--- config.mk ---
export PLATFORM = sky130hd
export DESIGN_NAME = top_k_longest_lines_unit
export DESIGN_NICKNAME = d
export VERILOG_FILES = /design/src/sv/tkll_pkg.sv /design/src/sv/top_k_longest_lines_unit.sv
export SDC_FILE = /design/constraint.sdc
export NUM_CORES = 1
export LEC_CHECK = 0
export CORE_ASPECT_RATIO = 2
export CORE_MARGIN = 4
export CORE_UTILIZATION = 55
export DETAILED_ROUTE_END_ITERATION = 7
export DONT_BUFFER_PORTS = 1
export PLACE_DENSITY_LB_ADDON = 0.3
export SLEW_MARGIN = 20
export SYNTH_ARGS = -nofsm -noshare
export SYNTH_HDL_FRONTEND = slang
export SYNTH_SLANG_ARGS = --single-unit
--- constraint.sdc ---
create_clock -name clk_i -period 9.8 [get_ports clk_i]
set_clock_uncertainty 0.05 [all_clocks]
set_input_delay 0.98 -clock clk_i [delete_from_list [all_inputs] [get_ports clk_i]]
set_output_delay 0.98 -clock clk_i [all_outputs]
set_load 0.05 [all_outputs]
--- src/sv/tkll_pkg.sv ---
// ----------------------------------------------------------------------------
// tkll_pkg: shared types for the top-k longest lines unit
// Field widths, the sequencer state type and the table entry layout.
// ----------------------------------------------------------------------------
package tkll_pkg;

  localparam int unsigned LEN_W   = 12;
  localparam int unsigned LNO_W   = 24;
  localparam logic [LNO_W-1:0] LNO_MAX = {LNO_W{1'b1}};

  typedef enum logic [2:0] {
    ST_IDLE,
    ST_SCAN,
    ST_UPDATE,
    ST_RSCAN,
    ST_LOAD
  } tkll_state_e;

  typedef struct packed {
    logic [LEN_W-1:0] len;
    logic [LNO_W-1:0] lno;
  } tkll_entry_t;

endpackage

--- src/sv/top_k_longest_lines_unit.sv ---
// ----------------------------------------------------------------------------
// top_k_longest_lines_unit: keeps the longest lines of a text, ranked
// Numbers lines, keeps up to TOP_COUNT entries of distinct length and emits
// them in descending length order on the line marked final.
// ----------------------------------------------------------------------------
// Stall: after a plain line's transfer, in_stall_o stays high through the scan of
//   every slot through the registered read and through the update.
// Throughput: a new line is taken only once the scan and update of the last end.
// Readout: each ranked result takes a max-search scan of every slot plus a load,
//   plus any time the output stalls; it starts after the final update.
// Reset: rst_ni clears slot-used bits, fill count, line counter and sequencer.
module top_k_longest_lines_unit #(
  parameter int unsigned TOP_COUNT = 10
) (
  input  logic                       clk_i,
  input  logic                       rst_ni,
  input  logic                       in_valid_i,
  output logic                       in_stall_o,
  input  logic [tkll_pkg::LEN_W-1:0] line_length_i,
  input  logic                       final_line_i,
  output logic                       out_valid_o,
  input  logic                       out_stall_i,
  output logic [tkll_pkg::LEN_W-1:0] entry_length_o,
  output logic [tkll_pkg::LNO_W-1:0] entry_line_number_o,
  output logic                       entry_valid_o,
  output logic                       last_result_o
);

  import tkll_pkg::*;

  // Index width addresses a slot; count width also holds TOP_COUNT itself.
  localparam int unsigned IW = (TOP_COUNT > 1) ? $clog2(TOP_COUNT) : 1;
  localparam int unsigned CW = $clog2(TOP_COUNT + 1);
  localparam logic [CW-1:0] CNT_END = CW'(TOP_COUNT);

  // Table memory: one length / line-number pair per slot, registered read.
  tkll_entry_t mem [TOP_COUNT];
  tkll_entry_t rd_q;
  logic        mem_we;
  logic [IW-1:0] mem_waddr;
  tkll_entry_t mem_wdata;
  logic        rd_en;
  logic [IW-1:0] rd_addr;

  // Sequencer and control state.
  tkll_state_e state_q, state_d;
  logic [TOP_COUNT-1:0] used_q, used_d;
  logic [TOP_COUNT-1:0] taken_q, taken_d;
  logic [CW-1:0] fill_q, fill_d;
  logic [LNO_W-1:0] line_cnt_q, line_cnt_d;
  logic [CW-1:0] idx_q, idx_d;
  logic [CW-1:0] rank_q, rank_d;
  logic          pipe_vld_q, pipe_vld_d;
  logic [IW-1:0] pipe_idx_q, pipe_idx_d;

  // Current item.
  logic [LEN_W-1:0] len_q, len_d;
  logic [LNO_W-1:0] lno_q, lno_d;
  logic             final_q, final_d;

  // Scan results of the insertion pass.
  logic          dup_q, dup_d;
  logic          free_found_q, free_found_d;
  logic [IW-1:0] free_idx_q, free_idx_d;
  logic          min_found_q, min_found_d;
  logic [LEN_W-1:0] min_len_q, min_len_d;
  logic [IW-1:0] min_idx_q, min_idx_d;

  // Running best of the readout pass.
  logic          best_found_q, best_found_d;
  tkll_entry_t   best_q, best_d;
  logic [IW-1:0] best_idx_q, best_idx_d;

  // Output register.
  logic             out_valid_q, out_valid_d;
  logic [LEN_W-1:0] out_len_q, out_len_d;
  logic [LNO_W-1:0] out_lno_q, out_lno_d;
  logic             out_ev_q, out_ev_d;
  logic             out_last_q, out_last_d;

  logic is_last;

  assign in_stall_o          = (state_q != ST_IDLE);
  assign out_valid_o         = out_valid_q;
  assign entry_length_o      = out_len_q;
  assign entry_line_number_o = out_lno_q;
  assign entry_valid_o       = out_ev_q;
  assign last_result_o       = out_last_q;

  assign is_last = (rank_q == CW'(fill_q - CW'(1)));

  always_ff @(posedge clk_i) begin
    if (mem_we) begin
      mem[mem_waddr] <= mem_wdata;
    end
    if (rd_en) begin
      rd_q <= mem[rd_addr];
    end
  end

  always_comb begin
    state_d      = state_q;
    used_d       = used_q;
    taken_d      = taken_q;
    fill_d       = fill_q;
    line_cnt_d   = line_cnt_q;
    idx_d        = idx_q;
    rank_d       = rank_q;
    pipe_vld_d   = 1'b0;
    pipe_idx_d   = pipe_idx_q;
    len_d        = len_q;
    lno_d        = lno_q;
    final_d      = final_q;
    dup_d        = dup_q;
    free_found_d = free_found_q;
    free_idx_d   = free_idx_q;
    min_found_d  = min_found_q;
    min_len_d    = min_len_q;
    min_idx_d    = min_idx_q;
    best_found_d = best_found_q;
    best_d       = best_q;
    best_idx_d   = best_idx_q;
    out_valid_d  = out_valid_q & out_stall_i;
    out_len_d    = out_len_q;
    out_lno_d    = out_lno_q;
    out_ev_d     = out_ev_q;
    out_last_d   = out_last_q;
    mem_we       = 1'b0;
    mem_waddr    = free_idx_q;
    mem_wdata    = '{len: len_q, lno: lno_q};
    rd_en        = 1'b0;
    rd_addr      = idx_q[IW-1:0];

    case (state_q)
      ST_IDLE: begin
        if (in_valid_i) begin
          // Number the line, saturating at the top of the range.
          lno_d        = (line_cnt_q == LNO_MAX) ? line_cnt_q : line_cnt_q + LNO_W'(1);
          line_cnt_d   = lno_d;
          len_d        = line_length_i;
          final_d      = final_line_i;
          idx_d        = '0;
          dup_d        = 1'b0;
          free_found_d = 1'b0;
          min_found_d  = 1'b0;
          state_d      = ST_SCAN;
        end
      end

      ST_SCAN: begin
        // Issue one slot read a cycle; compare the slot read last cycle.
        if (idx_q != CNT_END) begin
          rd_en      = 1'b1;
          pipe_vld_d = 1'b1;
          pipe_idx_d = idx_q[IW-1:0];
          idx_d      = idx_q + CW'(1);
        end
        if (pipe_vld_q) begin
          if (!used_q[pipe_idx_q]) begin
            if (!free_found_q) begin
              free_found_d = 1'b1;
              free_idx_d   = pipe_idx_q;
            end
          end else begin
            if (rd_q.len == len_q) begin
              dup_d = 1'b1;
            end
            if (!min_found_q || (rd_q.len < min_len_q)) begin
              min_found_d = 1'b1;
              min_len_d   = rd_q.len;
              min_idx_d   = pipe_idx_q;
            end
          end
        end else if (idx_q == CNT_END) begin
          state_d = ST_UPDATE;
        end
      end

      ST_UPDATE: begin
        // Unless the length is already held, fill the first free slot, else replace the shortest if longer.
        if (!dup_q) begin
          if (free_found_q) begin
            mem_we             = 1'b1;
            mem_waddr          = free_idx_q;
            used_d[free_idx_q] = 1'b1;
            fill_d             = fill_q + CW'(1);
          end else if (min_found_q && (len_q > min_len_q)) begin
            mem_we    = 1'b1;
            mem_waddr = min_idx_q;
          end
        end
        if (final_q) begin
          idx_d        = '0;
          rank_d       = '0;
          best_found_d = 1'b0;
          taken_d      = '0;
          state_d      = ST_RSCAN;
        end else begin
          state_d = ST_IDLE;
        end
      end

      ST_RSCAN: begin
        // Find the longest slot not yet emitted.
        if (idx_q != CNT_END) begin
          rd_en      = 1'b1;
          pipe_vld_d = 1'b1;
          pipe_idx_d = idx_q[IW-1:0];
          idx_d      = idx_q + CW'(1);
        end
        if (pipe_vld_q) begin
          if (used_q[pipe_idx_q] && !taken_q[pipe_idx_q] &&
              (!best_found_q || (rd_q.len > best_q.len))) begin
            best_found_d = 1'b1;
            best_d       = rd_q;
            best_idx_d   = pipe_idx_q;
          end
        end else if (idx_q == CNT_END) begin
          state_d = ST_LOAD;
        end
      end

      ST_LOAD: begin
        // Hold until the output register is free, then load one result.
        if (!out_valid_q || !out_stall_i) begin
          out_valid_d = 1'b1;
          if (fill_q == '0 || !best_found_q) begin
            out_len_d  = '0;
            out_lno_d  = '0;
            out_ev_d   = 1'b0;
            out_last_d = 1'b1;
          end else begin
            out_len_d           = best_q.len;
            out_lno_d           = best_q.lno;
            out_ev_d            = 1'b1;
            out_last_d          = is_last;
            taken_d[best_idx_q] = 1'b1;
          end
          if (fill_q == '0 || !best_found_q || is_last) begin
            // Readout done: drop the table and restart numbering.
            used_d     = '0;
            fill_d     = '0;
            line_cnt_d = '0;
            state_d    = ST_IDLE;
          end else begin
            rank_d       = rank_q + CW'(1);
            idx_d        = '0;
            best_found_d = 1'b0;
            state_d      = ST_RSCAN;
          end
        end
      end

      default: begin
        state_d = ST_IDLE;
      end
    endcase
  end

  always_ff @(posedge clk_i or negedge rst_ni) begin
    if (!rst_ni) begin
      state_q      <= ST_IDLE;
      used_q       <= '0;
      taken_q      <= '0;
      fill_q       <= '0;
      line_cnt_q   <= '0;
      idx_q        <= '0;
      rank_q       <= '0;
      pipe_vld_q   <= 1'b0;
      final_q      <= 1'b0;
      dup_q        <= 1'b0;
      free_found_q <= 1'b0;
      min_found_q  <= 1'b0;
      best_found_q <= 1'b0;
      out_valid_q  <= 1'b0;
    end else begin
      state_q      <= state_d;
      used_q       <= used_d;
      taken_q      <= taken_d;
      fill_q       <= fill_d;
      line_cnt_q   <= line_cnt_d;
      idx_q        <= idx_d;
      rank_q       <= rank_d;
      pipe_vld_q   <= pipe_vld_d;
      final_q      <= final_d;
      dup_q        <= dup_d;
      free_found_q <= free_found_d;
      min_found_q  <= min_found_d;
      best_found_q <= best_found_d;
      out_valid_q  <= out_valid_d;
    end
  end

  // Payload registers carry no reset.
  always_ff @(posedge clk_i) begin
    pipe_idx_q <= pipe_idx_d;
    len_q      <= len_d;
    lno_q      <= lno_d;
    free_idx_q <= free_idx_d;
    min_len_q  <= min_len_d;
    min_idx_q  <= min_idx_d;
    best_q     <= best_d;
    best_idx_q <= best_idx_d;
    out_len_q  <= out_len_d;
    out_lno_q  <= out_lno_d;
    out_ev_q   <= out_ev_d;
    out_last_q <= out_last_d;
  end

endmodule
After elaboration in Yosys (flattened, before gate mapping):

Memory sizes are Yosys's and may differ from the RTL's. A register that Yosys moved wholly into a read port is not among the register bits.
Index checks and enable logic that the tools add are counted.
W data, S select, Z words.

* bits in registers: 204
* memory bits (writable): 360
* output and inout bits: 40
* memories kept: 1

Memories
* mem: depth 10, width 36, rd ports 1, clocked after memory_dff 1, wr ports 1, line top_k_longest_lines_unit.sv:37 `tkll_entry_t mem [TOP_COUNT];`

* add/sub/neg operators: 5
* order comparisons: 8
* eq/ne operators: 29
* muxes and demuxes: 78
* bitwise operators: 5
* reductions and logical operators: 40

Operator list (number)
* $mux W24: 4
* $mux W10: 7
* $mux W4: 15
* $pmux W24 S2: 1
* $pmux W10 S2: 2
* $ne A2 B2 Y1 const B: 19
* $mux W1: 29
* $add A24 B1 Y24 const B: 1
* $eq A24 B24 Y1 const B: 1
* $gt A12 B12 Y1: 2
* $reduce_and A4 Y1: 6
* $or A10 B10 Y10: 2
* $mux W3: 6
* $reduce_and A6 Y1: 3
* $pmux W4 S2: 2
* $pmux W4 S4: 1
* $lt A4 B5 Y1 const B: 3
* $pmux W3 S5: 1
* $reduce_and A5 Y1: 3
* $add A4 B1 Y4 const B: 3
* $eq A12 B12 Y1: 1
* $lt A12 B12 Y1: 1
* $bmux W1 S4: 2
* $demux W1 S4: 2
* 25 further kinds: 48

Depth between registers and ports, before layout:

Gate-level depths: netlist of the first run.

* depth after elaboration: 8
* depth in mapped cells: 11

Worst setup path after synthesis of the first run:

OpenSTA, ideal clock, no wires.

* kind: register -> register
* from: register pipe_idx_q[0]
* to: register best_idx_q[0] (enable)
* arrival time: 7.612 ns
* data required time: 9.098 ns
* setup slack: 1.486 ns
* cell stages (with the launch flop): 7
* period minus slack after synthesis: 8.314 ns
* cells stage by stage: edfxtp_1 > buf_6 > mux4_2 > a221oi_2 > a21oi_1 > o211ai_1 > a2111oi_0

* cells in the longest elaborated chain, start to end: 6
* elaborated cells on any way between the ends: 8
* those cells by class: 4 x mux; 4 x reduce/logical

RTL lines
* start: declaration: line top_k_longest_lines_unit.sv:54 `logic [IW-1:0] pipe_idx_q, pipe_idx_d;`
* start signal: assignment: line top_k_longest_lines_unit.sv:296 `pipe_idx_q <= pipe_idx_d;`
* $bmux W1 S4: line top_k_longest_lines_unit.sv:212 `if (used_q[pipe_idx_q] && !taken_q[pipe_idx_q] &&`
* $mux W1 (implied by the code): line top_k_longest_lines_unit.sv:212
* $logic_not A1 Y1: line top_k_longest_lines_unit.sv:212
* $logic_and A1 B1 Y1 (*) (2 in a row): line top_k_longest_lines_unit.sv:212
* $reduce_and A3 Y1 (no line) (*)
* end signal: assignment: line top_k_longest_lines_unit.sv:303 `best_idx_q <= best_idx_d;`
* end: declaration: line top_k_longest_lines_unit.sv:72 `logic [IW-1:0] best_idx_q, best_idx_d;`

Mark *: on every way between the ends. The rest lies on a longest branch, timed or not. The select of a mux whose other input is x is not followed.
A chain may end at the register's enable or synchronous reset.

Final worst setup path of the first run:

* from: register idx_q[0]
* to: register, netlist name rd_q[21]

* cells in the longest elaborated chain, start to end: 3

RTL lines
* start: declaration: line top_k_longest_lines_unit.sv:51 `logic [CW-1:0] idx_q, idx_d;`
* start signal: assignment: line top_k_longest_lines_unit.sv:282 `idx_q <= idx_d;`
* $ne A4 B4 Y1: line top_k_longest_lines_unit.sv:152, top_k_longest_lines_unit.sv:205
* $mux W1: line top_k_longest_lines_unit.sv:152, top_k_longest_lines_unit.sv:205
* $mux W1

Several ways; a longest one is shown, not always the timed one.

==> results of run 1 <==
==> metrics by stage <==
stage | hold slack (ns) | util | setup slack [ns] | power [mW]
2_1_floorplan | 0.350 | - | 1.49 | 4.58
6_report | 0.0433 | 0.606 | 5.98 | 6.89
5_1_grt | 0.0296 | 0.606 | 5.64 | 7.22
4_1_cts | 0.0187 | 0.606 | 5.89 | 6.95
3_5_place_dp | 0.355 | 0.571 | 5.91 | 5.08
3_3_place_gp | 0.351 | 0.571 | 5.95 | 5.03
==> sequential cells by signal, indices dropped and copies added, names as in the netlist, 3 cells and up <==
name / cells
best_idx_q: 4
best_q: 36
entry_length_o: 12
entry_line_number_o: 24
fill_q: 4
free_idx_q: 4
idx_q: 4
len_q: 12
line_cnt_q: 24
lno_q: 24
mem: 360
min_idx_q: 4
min_len_q: 12
pipe_idx_q: 4
rank_q: 4
rd_q: 36
state_q: 3
taken_q: 10
used_q: 10
==> synth_stat cells, drive strengths merged (3+ instances only) <==
| cell | instances | share of area |
|---|---|---|
| a21o | 7 | 0.0022 |
| o211ai | 6 | 0.0019 |
| nor2b | 52 | 0.014 |
| or3 | 6 | 0.0016 |
| xor2 | 14 | 0.0054 |
| inv | 36 | 0.0056 |
| a22o | 7 | 0.0025 |
| mux4 | 76 | 0.071 |
| a21oi | 73 | 0.015 |
| o21ai | 33 | 0.0069 |
| and4 | 6 | 0.0025 |
| ha | 41 | 0.021 |
| nor3 | 11 | 0.0023 |
| and2 | 28 | 0.0073 |
| nand3 | 21 | 0.0044 |
| nor4 | 3 | 0.0010 |
| buf | 26 | 0.0066 |
| mux2i | 40 | 0.017 |
| mux2 | 4 | 0.0019 |
| and3 | 9 | 0.0025 |
| a211oi | 43 | 0.013 |
| a41oi | 3 | 0.0011 |
| nor2 | 53 | 0.0083 |
| dfrtp | 66 | 0.069 |
| clkbuf | 39 | 0.0061 |
| nand2b | 5 | 0.0013 |
| a31oi | 18 | 0.0049 |
| nand4 | 16 | 0.0042 |
| edfxtp | 534 | 0.67 |
| o31ai | 12 | 0.0037 |
| xnor2 | 30 | 0.011 |
| nand2 | 39 | 0.0061 |
==> how the worst min path moves through the flow <==
stage                            from                    endpoint  slack, ns  depth (start not counted)
floorplan           rd_q[0]$_DFFE_PP_         best_q[0]$_DFFE_PP_       0.35                          0
global placement    rd_q[2]$_DFFE_PP_         best_q[2]$_DFFE_PP_       0.35                          0
detailed placement  rd_q[5]$_DFFE_PP_         best_q[5]$_DFFE_PP_       0.36                          0
CTS                            rst_ni  line_cnt_q[10]$_DFFE_PN0P_       0.02                          0
global route                   rst_ni  line_cnt_q[20]$_DFFE_PN0P_       0.03                          0
finish                         rst_ni      taken_q[7]$_DFFE_PN0P_       0.04                          0
==> layer usage <==
metal  vias to the layer above  share of wire
met3                        96          0.045
met5                         -        0.00026
met4                         2          0.034
met2                       311           0.56
li1                       5454              -
met1                      6294           0.36
==> final cells by class <==
type	count	area (um^2)
Timing Repair Buffer	26	195
Antenna cell	1	2.50
Sequential cell	600	17700
Clock buffer	63	1360
Clock inverter	27	174
Tap cell	550	688
Fill cell	3014	17100
Inverter	36	135
Multi-Input combinational cell	686	6050
==> cell families (layout without fill, tap and decap cells) <==
group                    Yosys count  in the layout  share of synthesized area
AO/OA/AOI/OAI                    219            219                     0.0587
XOR/XNOR                          45             45                     0.0173
adder cells (fa/ha/maj)           41             41                     0.0213
buffers and inverters            101            152                     0.0183
flip-flops                       600            600                      0.735
multiplexers                     120            120                     0.0897
other                              0              1                          0
AND/OR/NAND/NOR                  261            261                     0.0596
==> power breakdown <==
group | switching (mW) | leakage (nW) | internal [mW]
sequential | 0.302 | 5.74 | 3.17
combinational | 0.868 | 2.46 | 0.669
clock | 0.884 | 0.734 | 0.996
total | 2.05 | 8.93 | 4.84
==> out/results.ini, run 1 <==
[run_status]
status=complete, no violations

[global_routing]
grt_use_met3=0.0307
grt_overflow_total=0
grt_max_degree=78
use_met2=0.390
grt_pass1_wl_um=75900
use_met1=0.251
grt_usage=0.212
grt_pass1_vias=12600
antenna_found_initial=4
grt-busiest-layer=met2

[setup_path]
cp-endpoint=rd_q[21]$_DFFE_PP_
r2r_start=idx_q[0]$_DFFE_PN0P_
crit_path_frequent_cell=buf_4
start_kind=flop
reg2reg_setup_slack_ns=5.98
path_max_fanout=41
crit_cells=6
max_stage_delay_ns=0.87
slowest_stage=dfrtp_4
r2r_cells=6
worstReg2RegEnd=rd_q[21]$_DFFE_PP_
crit_family=buffers and inverters
critPathKind=reg -> reg
cp.required_ns=10.03
path_cells=buf_4, buf_4, mux4_2, nor2b_1, a211oi_1, a21oi_1
cp-end-kind=flop
path_buf_inv=2
critPathLaunch=idx_q[0]$_DFFE_PN0P_
crit_arrival_ns=4.04

[synthesis]
yosysUniqueCellTypes=64
yosysWarnings=0
synthFlopType=edfxtp_1
avgSynthCellArea_um2=17.3
syn_inst=1387
syn_area_um2=24100
seq_area_frac_synth=0.735
synth_seq_cells=600
syn_nets=1445
synthArstFlopShare=0.110
synth_enable_flop_cells=534

[route]
num_vias=12200
drtPass1Iterations=5
wl_per_cell_um=25.0
drt_iter0_markers=1000
ant_nets=0
route.final.wire_length_um=49700
viasPerCell=6.11
drc=0

[final_layout]
layout_common_cells=edfxtp_1 (534), mux4_2 (76), a21oi_1 (70), dfrtp_1 (62), clkbuf_16 (53)
design_area_um2=26300
drive_above_1_share=0.147
instances_no_fill=1989
fin_nets=1458
synthToLayoutAreaGrowth_pct=9.31
mostFrequentLayoutCell=edfxtp_1

[sta]
setup_viol=0
relSlewSlack=0.253
rsz0062_at_grt=false
hold_violations=0
final.period_utilization=0.389
tns_ns=0
max_freq_mhz=262
drv_slew=0
worst_pin_slew_ns=1.12
min_period_ns=3.82

[die]
initial_utilization=0.555
die_x_um=156
die_h_um=304
core_area_um2=43400
io_pins=57
die_area_um2=47400
num_rows=108

[clock_network]
postCtsHoldBufs=0
numClockSinks=600
clock_latency_ns=0.58
cts_tree=built
cts_buffers=50
clkTransAtPathRegs_ns=0.07
cts.path.max_buffers=3
htree_levels=2
cts_root_buf=clkbuf_16
post_cts_buffers=0
cts.repair.resized=0

[place]
place_area_um2=24800
gp_congestion=0.867
io_buffer_count=0
placedCellCount=1898
hpwl_um=29600

[pwr]
ir_drop_mv=0.193
leakage_nw=8.93
powerDensity_nw_per_um2=262

[flow_run]
drv_cap=0

[worst_hold_path]
hp-class=in -> async

(Power assumes the default switching activity.)
==> run 2, diff against run 1 <==
- ABC_AREA: default -> 1
- clock period: 9.8 -> 3.75 ns (I/O delays scaled with it)
==> run 2 against run 1 <==
  * Flip-flop and latch count unchanged
  * Synthesized cell count is 41% higher
  * Die area up 1.1%
  * Setup slack worse by 5.4 ns
  * Total power increased to 2.8 times the previous value
  * Maximum frequency is 20% higher
  * Combinational power rose to 3.3 times the previous value
  * Critical path depth increased by 7
  * Final area increased by 3.2%
  * Cell count grew 29%
  * Clock power grew to 2.8 times the previous value
  * Largest power group unchanged
==> out/results.ini, run 2 <==
[run_status]
status=complete, no violations

[route]
ant_nets=0  ; unchanged
drtPass1Iterations=5  ; unchanged
viasPerCell=5.93  ; -3.0%
drc=0  ; unchanged
wl_per_cell_um=21.6  ; -13%
num_vias=15300  ; +25%
route.final.wire_length_um=55600  ; +12%
drt_iter0_markers=1380  ; +38%

[sta]
relSlewSlack=0.248  ; -0.00536
hold_violations=0  ; unchanged
final.period_utilization=0.849  ; +0.460
max_freq_mhz=314  ; +20%
tns_ns=0  ; unchanged
setup_ws_ns=0.565  ; -5.42 ns
setup_viol=0  ; unchanged
min_period_ns=3.18  ; -0.631 ns
worst_pin_slew_ns=1.12  ; +0.00234 ns
drv_slew=0  ; unchanged
rsz0062_at_grt=false

[synthesis]
synth_largest_area_cell=edfxtp_1
synthArstFlopShare=0.110  ; unchanged
yosysUniqueCellTypes=40  ; -38%
synth_area_leaders=edfxtp_1 (66%), dfrtp_1 (6.8%), nor2_1 (4.8%), o21ai_0 (4.7%), nand2_1 (3.2%)
syn_inst=1952  ; +41%
avgSynthCellArea_um2=12.5  ; -28%
synth_seq_cells=600  ; unchanged
syn_area_um2=24300  ; +1.2%
syn_nets=2010  ; +39%
post-synth-top-count-cell=edfxtp_1
yosysWarnings=0  ; unchanged
synth.top_cell.area_share=0.659  ; -0.00767
ys_top_cells_by_count=edfxtp_1 (534), nor2_1 (312), o21ai_0 (227)
seq_area_frac_synth=0.727  ; -0.00846
synthFlopType=edfxtp_1
synth_enable_flop_cells=534  ; unchanged

[clock_network]
numClockSinks=600  ; unchanged
cts_tree=built
post_cts_buffers=0  ; unchanged
htree_levels=2  ; unchanged
cts_buffers=50  ; unchanged
cts_root_buf=clkbuf_16
clkTransAtPathRegs_ns=0.07  ; about the same
clock_latency_ns=0.58  ; about the same
cts.path.max_buffers=3  ; unchanged

[setup_path]
crit_cells=13  ; +7
path_buf_inv=3  ; +1
crit_path_frequent_cell=nand2_1
r2r_start=len_q[7]$_DFFE_PP_
path_max_fanout=36  ; -12%
crit_arrival_ns=3.39  ; -0.65 ns
r2r_cells=13  ; +7
start_kind=flop
reg2reg_setup_slack_ns=0.57  ; -5.42 ns
critPathKind=reg -> reg
path_cells=ha_1, nand2_1, nor2_1, nand2_1, o21ai_0, buf_4, inv_1, nand3_2, nand2_1, nand2_1, nand3_1, nor2_4, buf_12
cp-end-kind=flop
worstReg2RegEnd=mem[2][12]$_DFFE_PP_
crit_family=simple AND/OR/NAND/NOR gates
cp.required_ns=3.95  ; -6.08 ns
max_stage_delay_ns=0.57  ; -0.30 ns
slowest_stage=edfxtp_1

[global_routing]
grt_overflow_total=0  ; unchanged
grt_usage=0.233  ; +0.0209
grt_max_degree=184  ; +140%
grt_pass1_wl_um=86000  ; +13%
grt_pass1_vias=15600  ; +23%
antenna_found_initial=4  ; unchanged

[die]
die_area_um2=47900  ; +1.1%
initial_utilization=0.558  ; +0.00299
die_h_um=306  ; +0.57%
num_rows=108  ; unchanged
io_pins=57  ; unchanged
die_x_um=157  ; +0.55%
core_area_um2=43600  ; +0.62%

[place]
gp_congestion=0.873  ; +0.65%
dp_slack_ns=0.587  ; -5.32 ns
hpwl_um=34800  ; +18%
placedCellCount=2463  ; +30%
io_buffer_count=0  ; unchanged

[pwr]
powerDensity_nw_per_um2=702  ; +170%
ir_drop_mv=0.597  ; +210%
leakage_nw=9.85  ; +10%

[final_layout]
instances_no_fill=2573  ; +29%
synthToLayoutAreaGrowth_pct=11.5
fin_nets=2039  ; +40%
largest_register_ffs=360  ; unchanged
registers.top_by_ff_count=mem
utilization=0.622  ; +0.0154
drive_above_1_share=0.0871  ; -0.0596
mostFrequentLayoutCell=edfxtp_1
reg.largest.list=mem: 360 flops, best_q: 36 flops, rd_q: 36 flops
layout_common_cells=edfxtp_1 (534), nor2_1 (299), o21ai_0 (227), nand2_1 (206), inv_1 (135)

[worst_hold_path]
hold_path_end=final_q$_DFFE_PN0P_
hold_depth=4
hp-class=in -> reg
min_from=in_valid_i

[flow_run]
drv_cap=0  ; unchanged

-- run 2: final cells by class --
cell class | instances | area, um^2
multi-input combinational | 1123 | 5860
clock inverter | 26 | 307
sequential | 600 | 17700
fill | 3228 | 16500
tap | 550 | 688
antenna | 3 | 7.51
clock buffer | 65 | 1360
timing repair buffer | 60 | 671
inverter | 146 | 551
-- run 2: worst min-delay path: stages --
cell and delay [ns]:
inv_1 0.10, nor2_4 0.12, nand2_1 0.07, o21ai_0 0.07
-- run 2: worst max-delay path by stage --
stage | from | to | slack, ns
floorplan | len_q[11]$_DFFE_PP_ | mem[2][0]$_DFFE_PP_ | -0.07
global placement | len_q[7]$_DFFE_PP_ | mem[2][22]$_DFFE_PP_ | 0.61
detailed placement | len_q[7]$_DFFE_PP_ | mem[2][17]$_DFFE_PP_ | 0.59
CTS | len_q[7]$_DFFE_PP_ | mem[2][12]$_DFFE_PP_ | 0.54
global route | len_q[7]$_DFFE_PP_ | mem[2][12]$_DFFE_PP_ | 0.25
finish | len_q[7]$_DFFE_PP_ | mem[2][12]$_DFFE_PP_ | 0.57
-- run 2: logic make-up (layout without fill, tap and decap cells) --
kind of cell | count (synthesis) | after routing | share of synthesized area
mux | 1 | 1 | 0.000463
buf+inv | 229 | 297 | 0.0368
simple gates | 624 | 624 | 0.105
fa+ha+maj | 41 | 41 | 0.0211
compound gates | 421 | 421 | 0.0966
flops | 600 | 600 | 0.727
xor+xnor | 36 | 36 | 0.0130
other cells | 0 | 3 | 0
-- run 2: metrics by stage --
step,area [um^2],hold WS [ns],total power [mW]
6_report,27100,0.160,19.0
5_1_grt,27100,0.170,20.0
4_1_cts,27100,0.132,19.1
3_5_place_dp,25300,0.0324,13.8
3_3_place_gp,25300,0.0324,13.7
2_1_floorplan,24300,0.0294,12.1
-- run 2: routing by layer --
layer	track usage	vias to the layer above	part of all wire	routed length (um)
li1	-	6999	-	-
met1	0.265	7486	0.35	19400
met2	0.431	587	0.55	30400
met3	0.0246	180	0.053	2970
met4	0.111	0	0.051	2860
met5	0	-	0	0
-- run 2: power by group --
group | internal [mW] | switching [mW]
clock | 2.93 | 2.34
combinational | 1.55 | 3.58
sequential | 8.20 | 0.428
total | 12.7 | 6.35
-- run 2: repair_timing --
item	CTS	global route
hold endpoints to repair	80	0
gates resized for setup	0	0
hold buffers	16	0
